## src/sv/pair_sorter_with_label_tiebreak_macros.svh

```systemverilog
// assertion macros used by the pair sorter back end
`ifndef PAIR_SORTER_WITH_LABEL_TIEBREAK_MACROS_SVH
`define PAIR_SORTER_WITH_LABEL_TIEBREAK_MACROS_SVH

// condition holds at every clock edge outside reset
`define PST_ASSERT_ALWAYS(name, cond) \
	name: assert property (@(posedge clk) disable iff (!arst_n) (cond)) \
		else $error("pair sorter check failed");

// consequent holds in the cycle after the antecedent
`define PST_ASSERT_NEXT(name, ante, cons) \
	name: assert property (@(posedge clk) disable iff (!arst_n) (ante) |=> (cons)) \
		else $error("pair sorter check failed");

`endif

```

## src/sv/pst_pkg.sv

```systemverilog
// types, constants and compare function of the pair sorter
`default_nettype none
package pst_pkg;
	localparam int MAX_PAIRS    = 64;
	localparam int LABEL_BITS   = 8;
	localparam int DIST_W       = 32;
	localparam int LABEL_W      = 8;
	localparam int RANK_W       = 6;
	localparam int CNT_W        = $clog2(MAX_PAIRS + 1);
	localparam int KEPT_LABEL_W = (LABEL_BITS < LABEL_W) ? LABEL_BITS : LABEL_W;
	localparam int QUEUE_DEPTH  = 4;
	localparam int QPTR_W       = $clog2(QUEUE_DEPTH);

	typedef struct packed {
		logic [DIST_W-1:0]       distance;
		logic [KEPT_LABEL_W-1:0] label;
	} pair_t;

	typedef struct packed {
		pair_t pair;
		logic  keep;
		logic  fin;
		logic  ovf;
	} q_entry_t;

	typedef enum logic {
		BK_LOAD,
		BK_DRAIN
	} back_state_t;

	// true when pair a must come after pair b
	function automatic logic pair_after(input pair_t a, input pair_t b);
		logic res;
		if (a.distance != b.distance) begin
			res = a.distance > b.distance;
		end else begin
			res = a.label > b.label;
		end
		return res;
	endfunction
endpackage
`default_nettype wire

```

## src/sv/pst_queue.sv

```systemverilog
// short fifo between front and back end
`default_nettype none
module pst_queue (
	input  wire logic              clk,
	input  wire logic              arst_n,
	input  wire logic              push_valid,
	input  pst_pkg::q_entry_t      push_entry,
	output logic                   push_ready,
	output logic                   pop_valid,
	output pst_pkg::q_entry_t      pop_entry,
	input  wire logic              pop_ready
);
	pst_pkg::q_entry_t          slots_q [pst_pkg::QUEUE_DEPTH];
	logic [pst_pkg::QPTR_W-1:0] wr_ptr_q;
	logic [pst_pkg::QPTR_W-1:0] rd_ptr_q;
	logic [pst_pkg::QPTR_W:0]   fill_q;
	logic                       push;
	logic                       pop;

	assign push_ready = fill_q != (pst_pkg::QPTR_W + 1)'(pst_pkg::QUEUE_DEPTH);
	assign pop_valid  = fill_q != '0;
	assign pop_entry  = slots_q[rd_ptr_q];
	assign push       = push_valid & push_ready;
	assign pop        = pop_valid & pop_ready;

	always_ff @(posedge clk) begin
		if (push) begin
			slots_q[wr_ptr_q] <= push_entry;
		end
	end

	always_ff @(posedge clk or negedge arst_n) begin
		if (!arst_n) begin
			wr_ptr_q <= '0;
			rd_ptr_q <= '0;
			fill_q   <= '0;
		end else begin
			if (push) begin
				wr_ptr_q <= wr_ptr_q + pst_pkg::QPTR_W'(1);
			end
			if (pop) begin
				rd_ptr_q <= rd_ptr_q + pst_pkg::QPTR_W'(1);
			end
			if (push && !pop) begin
				fill_q <= fill_q + (pst_pkg::QPTR_W + 1)'(1);
			end else if (pop && !push) begin
				fill_q <= fill_q - (pst_pkg::QPTR_W + 1)'(1);
			end
		end
	end
endmodule
`default_nettype wire

```

## config.mk

```make
export PLATFORM = sky130hd
export DESIGN_NAME = pst_queue
export DESIGN_NICKNAME = d
export VERILOG_FILES = /design/src/sv/pair_sorter_with_label_tiebreak_macros.svh /design/src/sv/pst_pkg.sv /design/src/sv/pst_queue.sv
export SDC_FILE = /design/constraint.sdc
export NUM_CORES = 1
export LEC_CHECK = 0
export BUFFER_PORTS_ARGS = -buffer_cell sky130_fd_sc_hd__buf_2
export CAP_MARGIN = 10
export CORE_ASPECT_RATIO = 1.75
export CORE_MARGIN = 2
export CORE_UTILIZATION = 51
export DETAILED_ROUTE_END_ITERATION = 16
export PLACE_DENSITY = 0.74
export SYNTH_ARGS = -nofsm -noshare
export SYNTH_HDL_FRONTEND = slang
export SYNTH_SLANG_ARGS = --single-unit
```

## constraint.sdc

```tcl
create_clock -name clk -period 2.1 [get_ports clk]
set_input_delay 0.42 -clock clk [delete_from_list [all_inputs] [get_ports clk]]
set_output_delay 0.42 -clock clk [all_outputs]
set_load 0.01 [all_outputs]
```

==> flow_summary_export.csv <==
group,metric,value,unit
run_status,outcome,"finished with violations",
run_status,violations,"negative setup slack",
placed_design,placed_cells,528,
route,viasPerCell,5.219,
final_layout,fin_nets,436,
grt,grt-ovfl-total,0,
logic_synthesis,netlist.area_leader.share,77.38,%
floorplanning,die_area,14060,um^2
route,drt_iter0_markers,188,
route,drc,0,
clocking,cts.sinks,179,
placed_design,place.gp.congestion,0.7403,
critical_path,cp_slowest_stage_delay,0.53,ns
route,wire_per_inst,19.82,um
timing,rsz0062_at_grt,"yes",
power_and_ir_drop,leakage,2.916,nW
grt,grt_max_degree,29,
logic_synthesis,ys_types,19,
clocking,path_clk_slew,0.06,ns
critical_path,reg2reg_slack,0.15,ns
timing,period_share,105.9,%
timing,worstMarginPinSlew,0.3386,ns
timing,maxSlewHeadroom,77.43,%
timing,clock.fmax,449.5,MHz
timing,skew,0.006290,ns
grt,grt_usage,17.24,%
min_path,hold_path_end,"slots_q[3][19]$_DFFE_PP_",
final_layout,drive_gt1_share,50.00,%
route,ant_nets,0,
final_layout,syn2layout_area_growth,24.84,%
clocking,insertion_delay,0.42,ns
route,drtPass1Iterations,4,
clocking,cts_buffers,17,
logic_synthesis,synth_cells,260,
critical_path,worstSetupPathType,"reg -> out",
logic_synthesis,synth_top_family_by_area,"multiplexers",
floorplanning,die_y,155.3,um
logic_synthesis,synthMuxAreaShare,15.13,%
logic_synthesis,synthesis.area,6675,um^2
final_layout,fin_cells,570,
timing,whs,0.2186,ns
logic_synthesis,synthXorXnorAreaFrac,0.7873,%
clocking,cts_tree,"yes",
power_and_ir_drop,power_density,1479,nW/um^2
grt,grt_pass1_wl,17640,um
final_layout,mostFrequentLayoutCell,"edfxtp_1",
grt,grt_pass1_vias,3214,
critical_path,required,1.68,ns
placed_design,port_buffers,91,
logic_synthesis,yosys.area_share.simple,0.7685,%
critical_path,cp_top_family,"flip-flops",
floorplanning,rows,55,
timing,final-setup-viol-count,43,
critical_path,end_kind,"primary output",
logic_synthesis,yosys-top-cells-area,"edfxtp_1, mux4_2, dfrtp_1",
flow_run,cap_viol_max_count,0,
logic_synthesis,yosys.area_share.adder,1.237,%
critical_path,crit_chain,"buf_12 -> buf_16 -> mux4_2 -> buf_6",
critical_path,worst-path-buf-inv,3,
route,vias,2975,
min_path,hold_class,"in -> reg",
logic_synthesis,yosys_register_bits,179,
placed_design,dp_hpwl,6996,um
floorplanning,core,12870,um^2
min_path,min_from,"push_entry[19]",
logic_synthesis,yosys.area.top_type,"edfxtp_1",
logic_synthesis,synth-seq-area-share,80.00,%
timing,fin_crit,2.225,ns
final_layout,layout_common_cells,"edfxtp_1, buf_2, mux4_2",
floorplanning,pin_count,92,
clocking,cts-root-buf,"clkbuf_16",
logic_synthesis,yosysWarningCount,0,
timing,worst_slack,-0.1247,ns
critical_path,cp.arrival,1.80,ns
critical_path,rr_endpoint,"fill_q[2]$_DFFE_PN0P_",
power_and_ir_drop,power,0.01233,W
logic_synthesis,synth_area_per_cell,25.67,um^2
critical_path,crit_path_max_fanout,5,
min_path,whs_path_depth,1,
critical_path,critPathSlowestCell,"dfrtp_4",
critical_path,cp-start-kind,"flip-flop",
grt,antenna_found_initial,3,
floorplanning,start_util,51.87,%
route,routed_wl,11300,um
logic_synthesis,synth_nets,313,
floorplanning,die_x,90.48,um
logic_synthesis,synth_compound_area_share,0.1687,%
timing,final_hold_viol_count,0,
clocking,clock_path_buffers,2,
critical_path,worstRegToRegCells,8,
critical_path,r2r-start,"fill_q[1]$_DFFE_PN0P_",
clocking,cts_max_level,4,
power_and_ir_drop,peakVddDrop,0.8099,mV
timing,drv_slew,0,
## stage by stage
step	utilization (%)	area, um^2	setup TNS, ns	setup slack [ns]
after floorplan	-	6680	0	0.06711
after global placement	57.67	7421	0	0.1215
after detailed placement	57.67	7421	0	0.003550
after CTS	63.82	8213	-4.584	-0.1500
after global routing	64.74	8330	-6.267	-0.1974
final	64.75	8333	-3.387	-0.1247
## metal layers
layer	global-route usage, %	wire length, um	up-vias
met1	19.74	4355	1549
met2	30.38	6444	66
li1	-	-	1350
met3	5.472	334	10
met5	0	0	-
met4	6.227	163	0
## cell usage after synthesis
cell and number:
nor2_1 2, or3_1 1, buf_2 5, inv_1 3
dfrtp_1 7, mux4_2 38, edfxtp_1 172, and2_1 4
buf_12 4, ha_1 5, xnor2_1 4, fa_1 1
mux2_2 2, nand2_1 2, buf_6 1, nand3_1 1
mux4_1 5, a21boi_2 1, xor2_1 2
## power by group
part	switching (W)	internal [W]	total [W]
logic	0.00190	0.00232	0.00422
clock network	0.00128	0.00188	0.00316
registers	0.000209	0.00474	0.00495
total	0.00338	0.00894	0.0123
## cell families after synthesis
| logic type | count (synthesis) |
|---|---|
| XOR/XNOR | 6 |
| flip-flops | 179 |
| buffers and inverters | 13 |
| AO/OA/AOI/OAI | 1 |
| multiplexers | 45 |
| adder cells (fa/ha/maj) | 6 |
| AND/OR/NAND/NOR | 10 |
## cell type report
| type | count | area [um^2] |
|---|---|---|
| Inverter | 3 | 11.26 |
| Tap cell | 171 | 214.0 |
| Antenna cell | 3 | 7.507 |
| Multi-Input combinational cell | 68 | 1216 |
| Clock buffer | 17 | 425.4 |
| Clock inverter | 15 | 173.9 |
| Timing Repair Buffer | 114 | 939.7 |
| Sequential cell | 179 | 5345 |
| Fill cell | 869 | 4536 |
## sequential cells by signal, indices dropped and copies added, names as in the netlist
name / flops
slots_q: 172
fill_q: 3
rd_ptr_q: 2
wr_ptr_q: 2
## timing repair
item                                    CTS  global route
endpoints found under the setup margin   44            44
pin swaps                                 0             1
hold endpoints to repair                  7             0
hold buffers                              1             0
buffers inserted                          2             2
resized for setup                        25            18
cloned                                    2             0
## worst max-delay path by stage
stage / from / to / depth (start not counted)
6_report: rd_ptr_q[0]$_DFFE_PN0P_ / pop_entry[8] / 4
3_3_place_gp: fill_q[1]$_DFFE_PN0P_ / fill_q[2]$_DFFE_PN0P_ / 8
4_1_cts: rd_ptr_q[0]$_DFFE_PN0P_ / pop_entry[41] / 4
2_1_floorplan: fill_q[1]$_DFFE_PN0P_ / fill_q[2]$_DFFE_PN0P_ / 8
5_1_grt: rd_ptr_q[0]$_DFFE_PN0P_ / pop_entry[22] / 3
3_5_place_dp: fill_q[1]$_DFFE_PN0P_ / fill_q[2]$_DFFE_PN0P_ / 8
## worst register-to-register path, cell delays in order (launching register included)
cell and delay [ns]:
dfrtp_1 0.38, or3_4 0.40, nand2_2 0.12, ha_4 0.15, inv_1 0.05, fa_2 0.34
xor2_1 0.17, nor2_1 0.12, xor2_1 0.15
Note: power is estimated with default switching activity, not from simulation.
