===== src/sv/pair_sorter_with_label_tiebreak_macros.svh =====
// assertion macros used by the pair sorter back end
`ifndef PAIR_SORTER_WITH_LABEL_TIEBREAK_MACROS_SVH
`define PAIR_SORTER_WITH_LABEL_TIEBREAK_MACROS_SVH

// condition holds at every clock edge outside reset
`define PST_ASSERT_ALWAYS(name, cond) \
	name: assert property (@(posedge clk) disable iff (!arst_n) (cond)) \
		else $error("pair sorter check failed");

// consequent holds in the cycle after the antecedent
`define PST_ASSERT_NEXT(name, ante, cons) \
	name: assert property (@(posedge clk) disable iff (!arst_n) (ante) |=> (cons)) \
		else $error("pair sorter check failed");

`endif


===== src/sv/pst_pkg.sv =====
// types, constants and compare function of the pair sorter
`default_nettype none
package pst_pkg;
	localparam int MAX_PAIRS    = 64;
	localparam int LABEL_BITS   = 8;
	localparam int DIST_W       = 32;
	localparam int LABEL_W      = 8;
	localparam int RANK_W       = 6;
	localparam int CNT_W        = $clog2(MAX_PAIRS + 1);
	localparam int KEPT_LABEL_W = (LABEL_BITS < LABEL_W) ? LABEL_BITS : LABEL_W;
	localparam int QUEUE_DEPTH  = 4;
	localparam int QPTR_W       = $clog2(QUEUE_DEPTH);

	typedef struct packed {
		logic [DIST_W-1:0]       distance;
		logic [KEPT_LABEL_W-1:0] label;
	} pair_t;

	typedef struct packed {
		pair_t pair;
		logic  keep;
		logic  fin;
		logic  ovf;
	} q_entry_t;

	typedef enum logic {
		BK_LOAD,
		BK_DRAIN
	} back_state_t;

	// true when pair a must come after pair b
	function automatic logic pair_after(input pair_t a, input pair_t b);
		logic res;
		if (a.distance != b.distance) begin
			res = a.distance > b.distance;
		end else begin
			res = a.label > b.label;
		end
		return res;
	endfunction
endpackage
`default_nettype wire


===== src/sv/pst_in_if.sv =====
// input channel: one (distance, label) pair per beat
`default_nettype none
interface pst_in_if;
	logic                        valid;
	logic                        ready;
	logic [pst_pkg::DIST_W-1:0]  distance;
	logic [pst_pkg::LABEL_W-1:0] class_label;
	logic                        final_pair;

	modport source (output valid, output distance, output class_label, output final_pair,
		input ready);
	modport sink (input valid, input distance, input class_label, input final_pair,
		output ready);
endinterface
`default_nettype wire


===== src/sv/pst_front.sv =====
// front end: accepts pairs, tracks set fill and overflow, tags queue entries
`default_nettype none
module pst_front (
	input  wire logic              clk,
	input  wire logic              arst_n,
	pst_in_if.sink                 pairs,
	output logic                   push_valid,
	output pst_pkg::q_entry_t      push_entry,
	input  wire logic              push_ready
);
	logic [pst_pkg::CNT_W-1:0] count_q;
	logic                      ovf_q;
	logic                      keep;
	logic                      accept;

	assign pairs.ready = push_ready;
	assign accept      = pairs.valid & push_ready;
	assign keep        = count_q < pst_pkg::CNT_W'(pst_pkg::MAX_PAIRS);

	always_comb begin
		push_valid               = pairs.valid;
		push_entry.pair.distance = pairs.distance;
		push_entry.pair.label    = pairs.class_label[pst_pkg::KEPT_LABEL_W-1:0];
		push_entry.keep          = keep;
		push_entry.fin           = pairs.final_pair;
		push_entry.ovf           = ovf_q | ~keep;
	end

	always_ff @(posedge clk or negedge arst_n) begin
		if (!arst_n) begin
			count_q <= '0;
			ovf_q   <= 1'b0;
		end else if (accept) begin
			if (pairs.final_pair) begin
				count_q <= '0;
				ovf_q   <= 1'b0;
			end else begin
				count_q <= count_q + pst_pkg::CNT_W'(keep);
				ovf_q   <= ovf_q | ~keep;
			end
		end
	end
endmodule
`default_nettype wire


===== src/flat_wrapper.sv =====
// flat-port wrapper written by rule: the top's interface ports become plain ports
module pst_front_flat 
  (clk, arst_n, push_valid, push_entry, push_ready, pairs_valid, pairs_distance, pairs_class_label, pairs_final_pair, pairs_ready);
  pst_in_if pairs_i ();
  input  wire logic clk;
  input  wire logic arst_n;
  output logic push_valid;
  output pst_pkg::q_entry_t push_entry;
  input  wire logic push_ready;
  input wire logic [$bits(pairs_i.valid)-1:0] pairs_valid;
  input wire logic [$bits(pairs_i.distance)-1:0] pairs_distance;
  input wire logic [$bits(pairs_i.class_label)-1:0] pairs_class_label;
  input wire logic [$bits(pairs_i.final_pair)-1:0] pairs_final_pair;
  output wire logic [$bits(pairs_i.ready)-1:0] pairs_ready;
  assign pairs_i.valid = pairs_valid;
  assign pairs_i.distance = pairs_distance;
  assign pairs_i.class_label = pairs_class_label;
  assign pairs_i.final_pair = pairs_final_pair;
  assign pairs_ready = pairs_i.ready;
  pst_front u_core (.clk(clk), .arst_n(arst_n), .pairs(pairs_i), .push_valid(push_valid), .push_entry(push_entry), .push_ready(push_ready));
endmodule

===== config.mk =====
export PLATFORM = sky130hd
export DESIGN_NAME = pst_front_flat
export DESIGN_NICKNAME = d
export VERILOG_FILES = /design/src/sv/pair_sorter_with_label_tiebreak_macros.svh /design/src/sv/pst_pkg.sv /design/src/sv/pst_in_if.sv /design/src/sv/pst_front.sv /design/src/flat_wrapper.sv
export SDC_FILE = /design/constraint.sdc
export NUM_CORES = 1
export LEC_CHECK = 0
export ABC_AREA = 1
export CAP_MARGIN = 20
export CORE_MARGIN = 4
export CORE_UTILIZATION = 61
export CTS_BUF_LIST = sky130_fd_sc_hd__clkbuf_8 sky130_fd_sc_hd__clkbuf_16
export CTS_CLUSTER_DIAMETER = 30
export DETAILED_ROUTE_END_ITERATION = 8
export DONT_BUFFER_PORTS = 1
export GPL_ROUTABILITY_DRIVEN = 0
export PLACE_DENSITY = 0.77
export SLEW_MARGIN = 40
export SYNTH_ARGS = -nofsm -noshare
export SYNTH_HDL_FRONTEND = slang
export SYNTH_SLANG_ARGS = --single-unit

===== constraint.sdc =====
create_clock -name clk -period 1.5 [get_ports clk]
set_input_delay 0 -clock clk [delete_from_list [all_inputs] [get_ports clk]]
set_output_delay 0 -clock clk [all_outputs]
set_load 0.005 [all_outputs]

==> impl_metrics.tcl, run 1 <==
set metrics [dict create \
    grt_pass1_wl_um 1780 \
    drtIter0Drc 4 \
    place_ws_ns 0.115 \
    synth_warnings 0 \
    yosysUniqueCellTypes 16 \
    hpwlAfterDp_um 864 \
    worstSkewPairLatency_ns 0.22 \
    area_growth_pct -31.1 \
    hold_path_class "input port to primary output" \
    h-tree-depth 1 \
    worstPathMaxFanout 5 \
    synth-edff-count 0 \
    syn_area_um2 810 \
    start_kind "flip-flop" \
    dieWidth_um 44.4 \
    clkSinkCount 8 \
    io_pins 90 \
    firstDrtPassIters 6 \
    die_area_um2 1970 \
    ys_async_sr_fraction 1.00 \
    dr_total_vias 416 \
    crit_path_cell_trace "inv_2, ha_1, ha_1, inv_1, nor2_4, nand3_2, nand2_1, nand2_1, nor2_1" \
    pwr_density_cell_nw_per_um2 1020 \
    relSlewSlack 0.758 \
    ys.flop_type "dfrtp_1" \
    worstMarginPinSlew_ns 0.362 \
    initial_core_util 0.691 \
    fmax_mhz 760 \
    grt_remaining_overflow 0 \
    die_y_um 44.4 \
    layout_common_cells "nand2_1, inv_1, dfrtp_1" \
    required_ns 1.65 \
    fin_ws_ns 0.185 \
    syn_avg_cell_area_um2 7.78 \
    period_needed_ns 1.31 \
    slowest_stage "dfrtp_1" \
    port_buffers 0 \
    cts_tree "yes" \
    cp.arrival_ns 1.46 \
    wl_um 1060 \
    fin_crit_sh 0.877 \
    outcome "completed" \
    grt_max_degree 9 \
    stdcell_count 79 \
    vias_per_cell 5.27 \
    synthesis.instances 104 \
    post_cts_buffers 0 \
    p_leak_nw 0.303 \
    fp-row-count 12 \
    clk_pin_slew_ns 0.04 \
    final_core_util 0.476 \
    p_total_mw 0.567 \
    peakVddDrop_mv 0.427 \
    track_usage 0.123 \
    slew_violations 0 \
    nNetsFinal 115 \
    ys_seq_area_frac 0.247 \
    cpPeakStageDelay_ns 0.38 \
    postRouteAntennaNets 0 \
    core_area_um2 1170 \
    hold_viol_final 0 \
    first_global_vias 433 \
    ys_ff_latch 8 \
    fin_worst_skew_ns 0.00438 \
    maxCapViolations 0 \
    antenna_found_initial 0 \
    setup_violations 0 \
    place_inst 74 \
    drive_above_1_share 0.215 \
    final_common_cell "nand2_1" \
    synth_nets 152 \
    timing.setup.tns_ns 0 \
    path_class "flip-flop to flip-flop" \
    worstSetupEndpointType "flip-flop" \
    wl_per_cell_um 13.4 \
    cts_buffers 3 \
    drc 0 \
    n_antenna_cell 0 \
    clock_path_buffers 2 \
    rsz0062_at_grt "no" \
    ctsRootBufferMaster "clkbuf_8" \
]
==> worst max-delay path, delay by kind of cell, from the launching register on <==
family	cells	cell delay (ns)
fa+ha+maj	2	0.32
buf+inv	2	0.16
flops	1	0.38
simple gates	5	0.37
==> power by group <==
group / switching [mW] / total [mW] / leakage, nW / internal [mW]
clock: 0.0780 / 0.251 / 0.0216 / 0.173
sequential: 0.0134 / 0.246 / 0.110 / 0.233
combinational: 0.0426 / 0.0696 / 0.172 / 0.0271
total: 0.134 / 0.567 / 0.303 / 0.433
==> synthesized netlist by cell type (2+ instances only) <==
master / n / area, um^2
inv_2: 2 / 7.51
nand4_1: 2 / 12.5
ha_1: 3 / 37.5
inv_1: 9 / 33.8
buf_4: 44 / 330
nor2_1: 6 / 22.5
o21ai_0: 3 / 15.0
nand2_4: 2 / 22.5
nor2_2: 2 / 12.5
a21oi_1: 3 / 15.0
nand2_1: 16 / 60.1
dfrtp_1: 8 / 200
==> kinds of logic after synthesis <==
logic type               after synthesis  share of synthesized area
adder cells (fa/ha/maj)                3                     0.0464
buffers and inverters                 55                      0.459
AO/OA/AOI/OAI                          7                     0.0479
flip-flops                             8                      0.247
AND/OR/NAND/NOR                       31                      0.199
==> registers in the layout, summed over array words and instances (netlist names) <==
| signal | count |
|---|---|
| u_core.count_q | 7 |
| u_core.ovf_q | 1 |
==> per-layer routing <==
layer | up-vias | track usage | wire length [um]
met4 | 0 | 0.133 | 46
met3 | 14 | 0.0650 | 186
li1 | 197 | - | -
met5 | - | 0 | 0
met2 | 27 | 0.180 | 468
met1 | 178 | 0.116 | 361
==> worst paths after layout <==
| path | startpoint | end | slack (ns) | depth (start not counted) |
|---|---|---|---|---|
| worst max-delay path | u_core.count_q[6] | u_core.count_q[6] | 0.19 | 9 |
| worst min-delay path | pairs_distance[31] | push_entry[42] | 0.000002 | 0 |
| worst max register to register | u_core.count_q[6] | u_core.count_q[6] | 0.19 | 9 |
| worst min register to register | u_core.ovf_q | u_core.ovf_q | 0.52 | 2 |
| max in group asynchronous | arst_n | u_core.ovf_q | 1.11 | 1 |
| min in group asynchronous | arst_n | u_core.count_q[0] | 0.12 | 1 |
==> per-stage QoR <==
| step | instance area [um^2] | hold WS (ns) |
|---|---|---|
| after floorplan | 810 | -0.296 |
| after global placement | 497 | -0.295 |
| after detailed placement | 497 | -0.295 |
| after CTS | 558 | 0.0000346 |
| after global routing | 558 | 0.00000860 |
| final | 558 | 0.00000226 |
==> final cells by class <==
type                            count  area (um^2)
Clock buffer                        3         41.3
Fill cell                         116          613
Inverter                           11         41.3
Sequential cell                     8          200
Multi-Input combinational cell     41          238
Tap cell                           14         17.5
Timing Repair Buffer                2         20.0
==> what timing repair did <==
item,CTS,global route
hold endpoints to repair,16,0
hold buffers,2,0
setup endpoints to repair,0,1
gates resized for setup,0,1
Power figures use the tool's default switching activity.
==> run 2, diff against run 1 <==
CELL_PAD_IN_SITES_DETAIL_PLACEMENT = 1   (was not set)
CELL_PAD_IN_SITES_GLOBAL_PLACEMENT = 1   (was not set)
CORE_UTILIZATION = 38   (was 61)
==> impl_metrics.tcl, run 2 (synthesis results as in run 1) <==
set metrics [dict create \
    outcome "completed" \
    wl_um 1280 \
    worstPathMaxFanout 2 \
    start_kind "flip-flop" \
    drc 0 \
    fin_worst_skew_ns 0.00115 \
    slew_violations 0 \
    hold_viol_final 0 \
    drive_above_1_share 0.212 \
    rsz0062_at_grt "no" \
    finalInstanceArea_um2 582 \
    top_regs "u_core.count_q (7), u_core.ovf_q (1)" \
    grt_pass1_wl_um 2140 \
    first_global_vias 471 \
    final_common_cell "nand2_1" \
    n_antenna_cell 0 \
    maxCapViolations 0 \
    p_leak_nw 0.307 \
    fmax_mhz 777 \
    clkSinkCount 8 \
    relSlewSlack 0.717 \
    dieWidth_um 54.2 \
    grt_remaining_overflow 0 \
    dr_total_vias 442 \
    clk_pin_slew_ns 0.04 \
    drtIter0Drc 7 \
    regArea_um2 200 \
    cpPeakStageDelay_ns 0.38 \
    cp.arrival_ns 1.41 \
    fp-row-count 16 \
    ctsRootBufferMaster "clkbuf_8" \
    required_ns 1.63 \
    postRouteAntennaNets 0 \
    die_area_um2 2930 \
    initial_core_util 0.404 \
    worstSkewPairLatency_ns 0.23 \
    hold_path_class "input port to primary output" \
    die_y_um 54.2 \
    antenna_found_initial 0 \
    crit_path_cell_trace "inv_1, ha_1, ha_1, inv_1, nor2_4, nand3_2, nor2_1, nor2_1" \
    largest_reg_flops 7 \
    setup_violations 0 \
    h-tree-depth 1 \
    post_cts_buffers 0 \
    worstMarginPinSlew_ns 0.424 \
    dpl-instance-area_um2 520 \
    core_area_um2 2000 \
    fin_crit_sh 0.858 \
    clock_path_buffers 2 \
    timing.setup.tns_ns 0 \
    top_register "u_core.count_q" \
    slowest_stage "dfrtp_1" \
    fillers 252 \
    period_needed_ns 1.29 \
    hpwlAfterDp_um 958 \
    wl_per_cell_um 13.8 \
    area_growth_pct -28.1 \
    worstSetupEndpointType "flip-flop" \
    cts_tree "yes" \
    multiInputGateArea_um2 238 \
    path_class "flip-flop to flip-flop" \
    pwr_density_cell_nw_per_um2 1020 \
    grt_max_degree 9 \
    cts_buffers 3 \
    io_pins 90 \
    layout_common_cells "nand2_1, inv_1, dfrtp_1" \
    peakVddDrop_mv 0.480 \
    vias_per_cell 4.75 \
    firstDrtPassIters 4 \
    track_usage 0.108 \
    nNetsFinal 116 \
    port_buffers 0 \
]
run 2: worst paths after layout:
path                       slack [ns]  cells past startpoint                end                from
max in group asynchronous        1.07                      1       u_core.ovf_q              arst_n
hold reg to reg                  0.52                      2       u_core.ovf_q        u_core.ovf_q
setup / recovery                 0.21                      8  u_core.count_q[6]   u_core.count_q[6]
setup reg to reg                 0.21                      8  u_core.count_q[6]   u_core.count_q[6]
hold / removal               0.000002                      0     push_entry[23]  pairs_distance[12]
min in group asynchronous        0.14                      1  u_core.count_q[3]              arst_n
run 2: report_power, final:
| part | total (mW) | switching [mW] | internal [mW] |
|---|---|---|---|
| clock | 0.271 | 0.0964 | 0.175 |
| combinational | 0.0743 | 0.0466 | 0.0277 |
| sequential | 0.245 | 0.0125 | 0.233 |
run 2: repair_timing:
item / 4_1_cts / 5_1_grt
resized for setup: 0 / 0
hold endpoints to repair: 16 / 0
hold buffers: 2 / 0
run 2: cell type report:
type                            count  share of cell area
Clock buffer                        3              0.0710
Inverter                           11              0.0710
Multi-Input combinational cell     41               0.409
Sequential cell                     8               0.344
Tap cell                           27              0.0581
Timing Repair Buffer                3              0.0473
run 2: stage by stage:
step	cells	total power [mW]	hold WS (ns)	worst slack, ns	util
2_1_floorplan	104	0.389	-0.296	0.273	-
3_3_place_gp	88	0.308	-0.295	0.268	0.260
3_5_place_dp	88	0.313	-0.295	0.211	0.260
4_1_cts	93	0.610	0.0000346	0.196	0.291
5_1_grt	93	0.628	0.00000797	0.0459	0.291
6_report	93	0.591	0.00000226	0.213	0.291
run 2: routing by layer:
metal	share of wire	track usage	vias up	routed length (um)
li1	-	-	198	-
met1	0.37	0.101	203	474
met2	0.47	0.153	29	604
met3	0.12	0.0748	12	152
met4	0.038	0.0996	0	48
met5	0	0	-	0
run 2: worst max-delay path, delay by kind of cell, from the launching register on:
| kind | cells | cell delay (ns) |
|---|---|---|
| and+or+nand+nor | 4 | 0.33 |
| adders and majority gates | 2 | 0.31 |
| buffers and inverters | 2 | 0.15 |
| DFF | 1 | 0.38 |
==> run 3, diff against run 2 <==
ABC_AREA = not set   (was 1)
PLACE_DENSITY = 0.75   (was 0.77)
==> impl_metrics.tcl, run 3 <==
set metrics [dict create \
    outcome "completed" \
    ys.flop_type "dfrtp_1" \
    wl_um 1380 \
    area_growth_pct -24.7 \
    worstMarginPinSlew_ns 0.398 \
    hold_viol_final 0 \
    hold_path_class "input port to primary output" \
    grt_pass1_wl_um 2160 \
    syn_area_um2 795 \
    holdWs_ns 0.00000166 \
    cp.arrival_ns 1.50 \
    syn_avg_cell_area_um2 8.93 \
    cts_tree "yes" \
    worst_path_most_repeated_cell "ha_1" \
    p_leak_nw 0.246 \
    cpPeakStageDelay_ns 0.37 \
    fin_crit_sh 0.936 \
    r2r_slack_ns 0.1 \
    die_area_um2 2890 \
    ys_seq_area_frac 0.252 \
    largest_reg_flops 7 \
    ys_ff_latch 8 \
    fmax_mhz 712 \
    dr_total_vias 428 \
    port_buffers 0 \
    drive_above_1_share 0.185 \
    synthesis.instances 89 \
    startpoint "u_core.count_q[6]" \
    swShare 0.250 \
    synth_top_area_frac 0.416 \
    ctsRootBufferMaster "clkbuf_8" \
    peakVddDrop_mv 0.413 \
    worstSkewPairLatency_ns 0.23 \
    hpwlAfterDp_um 1000 \
    firstDrtPassIters 2 \
    r2r_cells 6 \
    layout_common_cells "dfrtp_1, nand2_1, dlygate4sd3_1" \
    relSlewSlack 0.733 \
    period_needed_ns 1.40 \
    top_register "u_core.count_q" \
    grt_max_degree 12 \
    synth_top_cell_by_area "buf_4" \
    required_ns 1.60 \
    synth_warnings 0 \
    drc 0 \
    postRouteAntennaNets 0 \
    reg2reg_from "u_core.count_q[6]" \
    vias_per_cell 5.28 \
    first_global_vias 478 \
    wl_per_cell_um 17.0 \
    grt_remaining_overflow 0 \
    fp-row-count 16 \
    worstPathMaxFanout 4 \
    intPower_mw 0.462 \
    worstSetupEndpointType "flip-flop" \
    io_pins 90 \
    core_area_um2 1980 \
    regArea_um2 200 \
    place_ws_ns 0.0262 \
    pwr-share-comb 0.145 \
    switchingPower_mw 0.154 \
    multiInputGateArea_um2 254 \
    synth_nets 137 \
    slowest_stage "dfrtp_1" \
    p_clk_frac 0.420 \
    n_antenna_cell 0 \
    die_y_um 53.7 \
    clk_pin_slew_ns 0.04 \
    start_kind "flip-flop" \
    r2r-end "u_core.count_q[6]" \
    antenna_found_initial 0 \
    dieWidth_um 53.7 \
    ys_async_sr_fraction 1.00 \
    initial_core_util 0.401 \
    yosysUniqueCellTypes 22 \
    track_usage 0.110 \
    setup_violations 0 \
    crit_end "u_core.count_q[6]" \
    pwr-share-seq 0.435 \
    top_regs "u_core.count_q (7), u_core.ovf_q (1)" \
    nNetsFinal 104 \
    crit_path_cell_trace "inv_1, ha_1, ha_1, nand3_2, o311ai_1, o41ai_1" \
    clkSinkCount 8 \
    slew_violations 0 \
    synth.most_common_cell "buf_4" \
    drtIter0Drc 1 \
    fin_worst_skew_ns 0.00320 \
    path_class "flip-flop to flip-flop" \
    synthTopCellsByCount "buf_4, dfrtp_1, nand2_1" \
    maxCapViolations 0 \
    final_common_cell "dfrtp_1" \
    synth-edff-count 0 \
    pwr_density_cell_nw_per_um2 1030 \
    cts_buffers 3 \
    synthTopCellsByArea "buf_4, dfrtp_1, ha_1" \
    fillers 225 \
    h-tree-depth 1 \
    fin_ws_ns 0.0958 \
    clock_path_buffers 2 \
]
run 3: cell count changes after synthesis, sizes merged, moves of 2 or more:
cell    change
inv        -10
o311ai      +2
and2b       +2
nor2        -8
nand4       -2
nand2      -12
a221o       +2
nand3       +3
nor4        +2
nand2b      +3
a21oi       -3
run 3: layer usage:
metal / global-route usage / routed length (um) / vias up
met5: 0 / 0 / -
met4: 0.145 / 105 / 0
met3: 0.0720 / 209 / 23
met2: 0.147 / 585 / 25
met1: 0.0987 / 481 / 190
li1: - / - / 190
run 3: cell families (layout without fill, tap and decap cells):
kind of cell	after synthesis	after routing	synth area share
buf+inv	46	11	0.435
fa+ha+maj	3	3	0.0472
flops	8	8	0.252
simple gates	22	22	0.175
compound gates	10	10	0.0914
run 3: area by class of cell:
type                       instances  area share
sequential                         8       0.335
multi-input combinational         35       0.425
tap                               27      0.0565
timing repair buffer               7       0.109
clock buffer                       3      0.0690
inverter                           1     0.00628
run 3: worst min-delay path by stage:
| stage | from | endpoint | slack (ns) | depth (start not counted) |
|---|---|---|---|---|
| 4_1_cts | pairs_distance[0] | push_entry[11] | 0.00003 | 0 |
| 2_1_floorplan | arst_n | u_core.count_q[0] | -0.30 | 0 |
| 3_3_place_gp | arst_n | u_core.count_q[4] | -0.30 | 0 |
| 3_5_place_dp | arst_n | u_core.ovf_q | -0.30 | 0 |
| 5_1_grt | pairs_class_label[1] | push_entry[4] | 0.000008 | 0 |
| 6_report | pairs_distance[13] | push_entry[24] | 0.000002 | 0 |
run 3: per-stage QoR:
step	util	power, mW	cell area (um^2)	TNS (ns)	instances
CTS	0.299	0.629	593	0	81
detailed placement	0.253	0.344	502	0	73
finish	0.302	0.616	598	0	81
global placement	0.253	0.341	502	0	73
floorplan	-	0.421	795	0	89
global route	0.302	0.661	598	-0.0357	81
run 3: critical path, delay by kind of cell, from the launching register on:
family / cells / cell delay (ns)
AOI/OAI and AO/OA: 2 / 0.36
buffers and inverters: 1 / 0.08
and+or+nand+nor: 1 / 0.12
DFF: 1 / 0.37
adders and majority gates: 2 / 0.34
run 3: power by group through the flow:
stage               clock (mW)  combinational [mW]  sequential [mW]
global route             0.286               0.103            0.272
floorplan                    0               0.159            0.262
finish                   0.258              0.0893            0.268
detailed placement           0              0.0746            0.270
CTS                      0.271              0.0911            0.267
global placement             0              0.0724            0.268
run 3: repair_timing:
item,in CTS,in global routing
gates resized for setup,0,1
endpoints found under the setup margin,0,2
hold endpoints to repair,13,0
hold buffers,5,0
buffers inserted,0,0
